===== src/hdl/qrs_pkg.sv =====
package qrs_pkg;

    // Field widths fixed by the interface
    localparam int COEF_W        = 16;
    localparam int OUT_W         = 40;
    localparam int FRAC_BITS_DEF = 16;

    // Width of |D| = |b*b - 4ac|, always below 2^33
    localparam int DISC_W = 33;

    // Divisor 2a as a signed value
    localparam int DEN_W = COEF_W + 1;

    typedef enum logic [1:0] {
        KIND_TWO_REAL = 2'd0,
        KIND_DOUBLE   = 2'd1,
        KIND_COMPLEX  = 2'd2,
        KIND_A_ZERO   = 2'd3
    } root_kind_t;

endpackage


===== src/hdl/qrs_sqrt.sv =====
// Pipelined integer square root, one result digit per stage.
// out_root = floor(sqrt(in_mag * 4^FRAC_BITS)).
module qrs_sqrt
    import qrs_pkg::*;
#(
    parameter int FRAC_BITS = FRAC_BITS_DEF,
    parameter int IN_W      = DISC_W,
    parameter int SIDE_W    = 8
)
(
    input  logic                                 clk,
    input  logic                                 rst_n,
    input  logic                                 en,
    input  logic                                 in_valid,
    input  logic [IN_W-1:0]                      in_mag,
    input  logic [SIDE_W-1:0]                    in_side,
    output logic                                 out_valid,
    output logic [(IN_W+1)/2+FRAC_BITS-1:0]      out_root,
    output logic [SIDE_W-1:0]                    out_side
);

    localparam int DIGITS = (IN_W + 1) / 2 + FRAC_BITS;
    localparam int ROOT_W = DIGITS;
    localparam int REM_W  = ROOT_W + 2;
    localparam int OP_W   = 2 * DIGITS;

    logic              valid_reg [1:DIGITS];
    logic [REM_W-1:0]  rem_reg   [1:DIGITS];
    logic [ROOT_W-1:0] root_reg  [1:DIGITS];
    logic [OP_W-1:0]   op_reg    [1:DIGITS];
    logic [SIDE_W-1:0] side_reg  [1:DIGITS];

    genvar k;
    generate
        for (k = 0; k < DIGITS; k++)
        begin : g_stage
            logic              v_cur;
            logic [REM_W-1:0]  rem_cur;
            logic [ROOT_W-1:0] root_cur;
            logic [OP_W-1:0]   op_cur;
            logic [SIDE_W-1:0] side_cur;
            logic [REM_W-1:0]  rem_cat;
            logic [REM_W-1:0]  trial;

            if (k == 0)
            begin : g_first
                // operand left aligned, fraction digits come in as zero pairs
                assign v_cur    = in_valid;
                assign rem_cur  = '0;
                assign root_cur = '0;
                assign op_cur   = OP_W'(in_mag) << (2 * FRAC_BITS);
                assign side_cur = in_side;
            end
            else
            begin : g_next
                assign v_cur    = valid_reg[k];
                assign rem_cur  = rem_reg[k];
                assign root_cur = root_reg[k];
                assign op_cur   = op_reg[k];
                assign side_cur = side_reg[k];
            end

            // bring down the next digit pair and try the subtraction
            assign rem_cat = {rem_cur[REM_W-3:0], op_cur[OP_W-1 -: 2]};
            assign trial   = {root_cur, 2'b01};

            always_ff @(posedge clk or negedge rst_n)
            begin
                if (!rst_n)
                begin
                    valid_reg[k+1] <= 1'b0;
                end
                else if (en)
                begin
                    valid_reg[k+1] <= v_cur;
                end
            end

            always_ff @(posedge clk)
            begin
                if (en)
                begin
                    if (rem_cat >= trial)
                    begin
                        rem_reg[k+1]  <= rem_cat - trial;
                        root_reg[k+1] <= {root_cur[ROOT_W-2:0], 1'b1};
                    end
                    else
                    begin
                        rem_reg[k+1]  <= rem_cat;
                        root_reg[k+1] <= {root_cur[ROOT_W-2:0], 1'b0};
                    end
                    op_reg[k+1]   <= op_cur << 2;
                    side_reg[k+1] <= side_cur;
                end
            end
        end
    endgenerate

    assign out_valid = valid_reg[DIGITS];
    assign out_root  = root_reg[DIGITS];
    assign out_side  = side_reg[DIGITS];

endmodule


===== config.mk =====
export PLATFORM = sky130hd
export DESIGN_NAME = qrs_sqrt
export DESIGN_NICKNAME = d
export VERILOG_FILES = /design/src/hdl/qrs_pkg.sv /design/src/hdl/qrs_sqrt.sv
export SDC_FILE = /design/constraint.sdc
export NUM_CORES = 2
export LEC_CHECK = 0
export BUFFER_PORTS_ARGS = -buffer_cell sky130_fd_sc_hd__buf_4
export CAP_MARGIN = 30
export CORE_MARGIN = 3
export CORE_UTILIZATION = 55
export CTS_BUF_LIST = sky130_fd_sc_hd__clkbuf_8 sky130_fd_sc_hd__clkbuf_16
export CTS_CLUSTER_DIAMETER = 40
export CTS_CLUSTER_SIZE = 14
export DETAILED_ROUTE_END_ITERATION = 8
export GPL_TIMING_DRIVEN = 0
export PLACE_DENSITY = 0.83
export SLEW_MARGIN = 20
export SYNTH_ARGS = -nofsm -noshare
export SYNTH_HDL_FRONTEND = slang
export SYNTH_MEMORY_MAX_BITS = 65536
export SYNTH_SLANG_ARGS = --single-unit

===== constraint.sdc =====
create_clock -name clk -period 4.3 [get_ports clk]
set_clock_uncertainty 0.1 [all_clocks]
set_input_delay 0.86 -clock clk [delete_from_list [all_inputs] [get_ports clk]]
set_output_delay 0.86 -clock clk [all_outputs]
set_load 0.005 [all_outputs]

**Word level (Yosys, flattened, before mapping)**

Memory sizes are Yosys's and may differ from the RTL's.
Cells that the tools add are included.
W data, S select, Z words.

- Bits in registers: 33
- Latch bits: 0
- RAM bits: 4620
- Bits in read-only memories: 0
- Input port bits: 45
- Output and inout port bits: 42
- Logic and storage cells: 435
- Memories kept: 4

Memories:

| memory | depth | bits a word | rd ports | clocked after memory_dff | wr ports | line | RTL |
|---|---|---|---|---|---|---|---|
| op_reg | 33 | 64 | 32 | 0 | 33 | qrs_sqrt.sv:30 | `logic [OP_W-1:0] op_reg [1:DIGITS];` |
| rem_reg | 33 | 35 | 32 | 0 | 33 | qrs_sqrt.sv:28 | `logic [REM_W-1:0] rem_reg [1:DIGITS];` |
| root_reg | 33 | 33 | 33 | 0 | 33 | qrs_sqrt.sv:29 | `logic [ROOT_W-1:0] root_reg [1:DIGITS];` |
| side_reg | 33 | 8 | 33 | 0 | 33 | qrs_sqrt.sv:31 | `logic [SIDE_W-1:0] side_reg [1:DIGITS];` |

- $add $sub $neg: 33
- $mul: 0
- Divide/modulo/power cells: 0
- $lt $le $gt $ge: 33
- Eq/ne operators: 0
- Shift operators: 0
- Mux-type cells: 266
- Bitwise operators: 66
- Reduce and logical (&&, ||, !) cells: 0

Operators with widths:

| cell | count |
|---|---|
| $mux W35 | 33 |
| $ge A35 B35 Y1 | 32 |
| $sub A35 B35 Y35 | 32 |
| $mux W33 | 33 |
| $mux W1 | 200 |
| $or A1 B1 Y1 | 66 |
| $sub A1 B1 Y2 const B | 1 |
| $ge A1 B1 Y1 const B | 1 |

**Logic depth before layout (Yosys ltp)**

An unclocked memory read counts as a cell.

- Depth after elaboration: 6
- Mapped depth: 14
- Mapped depth without buffers: 14

**Worst setup path before layout**

Ideal clock, no wire load.

- Path kind: input port to flip-flop
- From: in en
- To: reg rem_reg[14][0] (netlist name)
- Arrival time: 3793 ps
- Data required time: 3761 ps
- Setup slack: -32 ps
- Stages on the path: 6
- Buffers on the path: 6
- Cell sequence: clkbuf_1 clkbuf_1 clkbuf_1 clkbuf_1 clkbuf_1 clkbuf_1

RTL lines:

| what | line | RTL |
|---|---|---|
| from (decl) | qrs_sqrt.sv:13 | `input logic en,` |

==> out/summary.md <==
• **Final GP Congestion** 0.952
• **worst hold-check slack** 93.4 ps
• **number of detailed-route iterations in the first pass** 8
• **Worst Path Max Fanout** 10
• **Post-synth top flop** sky130_fd_sc_hd__edfxtp_1
• **Core Area** 187,000 um^2
• **Unique masters post-synth** 95
• **mean cell area of the mapped netlist** 12.2 um^2
• **Routed Wire Length** 227 mm
• **unrepaired setup endpoints after global routing** no
• **width of the die** 441 um
• **Overall Power** 66.3 mW
• **buffer depth of the longest clock path** 4
• **Final Instance Area** 119,000 um^2
• **destination of the worst register-to-register timing path** rem_reg[12][60]
• **number of I/O port buffers** 86
• **Net Count, Synth** 9,120
• **shortest period the worst path allows** 4210 ps
• **routed length per instance** 19.5 um
• **internal power component** 47.3 mW
• **placed cell area** 109,000 um^2
• **R2R depth** 12
• **count of flip-flops with a built-in enable after synthesis** 2,085
• **maximum number of pins on one net before global-route repair** 114
• **Combinational Power Share** 0.202
• **standby leakage power** 46.7 nW
• **terminating pin of the worst hold path** rem_reg[0][35]
• **vias in the first global route** 67,914
• **clock slew at reported path FFs** 60 ps
• **Top Ports** 87
• **Min-Delay Startpoint** in_mag[32]
• **via count** 67,761
• **area growth from synthesis to layout** 14.6%
• **crit start category** register
• **fraction of the core area covered by cells at the end of the flow** 0.639
• **headroom to the max-slew limit** 0.335
• **latest clock arrival within the worst-skew pair** 950 ps
• **number of buffers created by CTS** 301
• **Register-to-Register Setup Slack** 90 ps
• **ordered cell list for the critical path** inv_1 > ha_1 > a21o_1 > a21oi_1 > o211a_1 > o221a_2 > o21a_1 > o21ai_0 > a21o_1 > nor2_2 > inv_1 > mux2_2
• **root buffer cell** sky130_fd_sc_hd__clkbuf_16
• **wire length of the first global-routing pass** 358 mm
• **worst ir drop on vdd** 0.448 mV
• **number of antenna violations at the first check in global routing** 3
• **number of H-tree levels** 5
• **Starting Density** 0.557
• **Antenna Violating Nets Remaining** 0
• **detailed placement HPWL** 162 mm
• **vertical die dimension** 441 um
• **power density over the cells** 556 nW/um^2
• **max-slew violation count** 0
• **required time reported for the critical path endpoint** 4810 ps
• **share of the clock period used by the worst path after layout** 0.978
• **Reg power frac** 0.430
• **#FFs+latches synth** 2,118
• **vias per std cell** 5.81
• **Critical Path Source** root_reg[3][1]
• **clock tree from TritonCTS** built
• **gr usage total** 0.231
• **layout cell share with drive strength beyond 1** 0.0959
• **critical path start-end classification** reg2reg
• **clock network fraction of design power** 0.368
• **Gate Count Post-Synth** 8,496
• **net switching power figure** 19.0 mW
• **commonest cells after routing, fill and taps aside** 2,085 x sky130_fd_sc_hd__edfxtp_1, 801 x sky130_fd_sc_hd__inv_1, 690 x sky130_fd_sc_hd__nand2_1
• **number of failing setup endpoints in the final timing report** 0
• **number of violations of the max-capacitance limit** 0
• **Num Clock Sinks** 2,118
• **reg-to-reg startpoint** root_reg[3][1]
• **number of design-rule violations left by the first detailed-router iteration** 5,573
• **number of cell rows** 158
• **slowest cell on the critical path** sky130_fd_sc_hd__edfxtp_1
• **GRT Residual Overflow** 0
• **most common cell after layout, fill and taps aside** sky130_fd_sc_hd__edfxtp_1
• **switching share of total power** 0.287
• **warnings from Yosys** 0
• **share of the yosys chip area belonging to registers** 0.610
• **Synth Cell Area** 104,000 um^2
• **nature of the critical path endpoint** register
• **outcome** completed
• **Die Area** 194,000 um^2
• **largest stage delay on the critical path** 510 ps
• **asr flop ratio synth** 0.0156
• **slew at the pin with the worst max-slew slack** 998 ps
• **arrival time worst endpoint** 4720 ps
• **final hold viol count** 0
• **worst hold path depth** 2
• **Max Clock Freq** 0.238 GHz
• **count of nets after finishing** 9,585
• **worst min-delay path class** in2reg
• **post-detailed-route DRC marker count** 0
• **max reg flops** 988
[worst max path at each step]
stage                             to  slack, ps  cells past startpoint
floorplan             rem_reg[13][0]         20                      6
global placement    root_reg[1][237]      -8420                      7
detailed placement   root_reg[4][33]      -2420                     12
CTS                  rem_reg[14][49]       0.03                     12
global route         rem_reg[10][32]          2                     12
finish               rem_reg[12][60]         90                     12
[power by group through the flow]
| stage | clock network, mW | registers [mW] | logic, mW |
|---|---|---|---|
| floorplan | 0 | 28.0 | 9.97 |
| finish | 24.4 | 28.5 | 13.4 |
| detailed placement | 0 | 28.8 | 13.0 |
| CTS | 24.8 | 28.5 | 13.2 |
| global placement | 0 | 28.8 | 12.4 |
| global route | 25.7 | 28.7 | 14.8 |
[area by class of cell]
| class | count | area [um^2] |
|---|---|---|
| multi-input combinational | 5426 | 37100 |
| inverter | 784 | 2940 |
| sequential | 2118 | 63400 |
| buffer | 164 | 772 |
| antenna | 1 | 2.50 |
| timing repair buffer | 166 | 1850 |
| clock inverter | 210 | 2350 |
| fill | 13293 | 67400 |
| clock buffer | 306 | 7660 |
| tap | 2480 | 3100 |
[critical path: cells and delay by family, from the launching register on]
family | cells | cell delay (ps)
adder cells (fa/ha/maj) | 1 | 280
flip-flops | 1 | 510
buffers and inverters | 2 | 490
AO/OA/AOI/OAI | 7 | 1670
multiplexers | 1 | 410
AND/OR/NAND/NOR | 1 | 440
[logic make-up after synthesis]
family                     Yosys count  synth area share
muxes                               96            0.0103
adders and majority gates          579            0.0707
DFF                               2118             0.610
xor gates and xnor gates           785            0.0661
and+or+nand+nor                   2236             0.106
buffers and inverters              952            0.0346
AOI/OAI and AO/OA                 1730             0.103
[cell usage after synthesis (all sizes together) (51+ instances only)]
cell type,count,area [um^2]
edfxtp,2085,62600
inv,783,2940
nand2,691,2600
o21ai,576,2880
ha,564,7060
nor2,455,1710
a21oi,453,2280
xor2,410,3590
xnor2,375,3280
a21o,211,1580
nor3,211,1070
clkbuf,143,537
nand3,138,691
nand2b,134,838
nor4,111,701
o21a,96,721
mux2,87,980
or3,86,538
nor2b,72,450
nand4,61,382
o21bai,59,443
a211oi,56,425
or4,51,398
[what timing repair did]
action | CTS | global route
pin swaps | 0 | 2
hold buffers | 41 | 0
endpoints found under the hold margin | 73 | 0
endpoints found under the setup margin | 1580 | 215
gates resized for setup | 30 | 46
setup buffers | 0 | 3
[per-layer routing]
layer	global-route usage	share of wire	vias to the layer above
li1	-	-	32024
met1	0.262	0.37	32737
met2	0.419	0.52	2298
met3	0.0349	0.050	698
met4	0.123	0.056	4
met5	0	0.00012	-
[per-stage QoR]
stage,setup WS [ps],TNS [ps],instances
2_1_floorplan,22.3,0,8496
3_3_place_gp,-8420,-,11062
3_5_place_dp,-2420,-2599440,11095
4_1_cts,0.0329,0,11650
5_1_grt,1.76,0,11654
6_report,93.0,0,11655
Power figures use the tool's default switching activity.
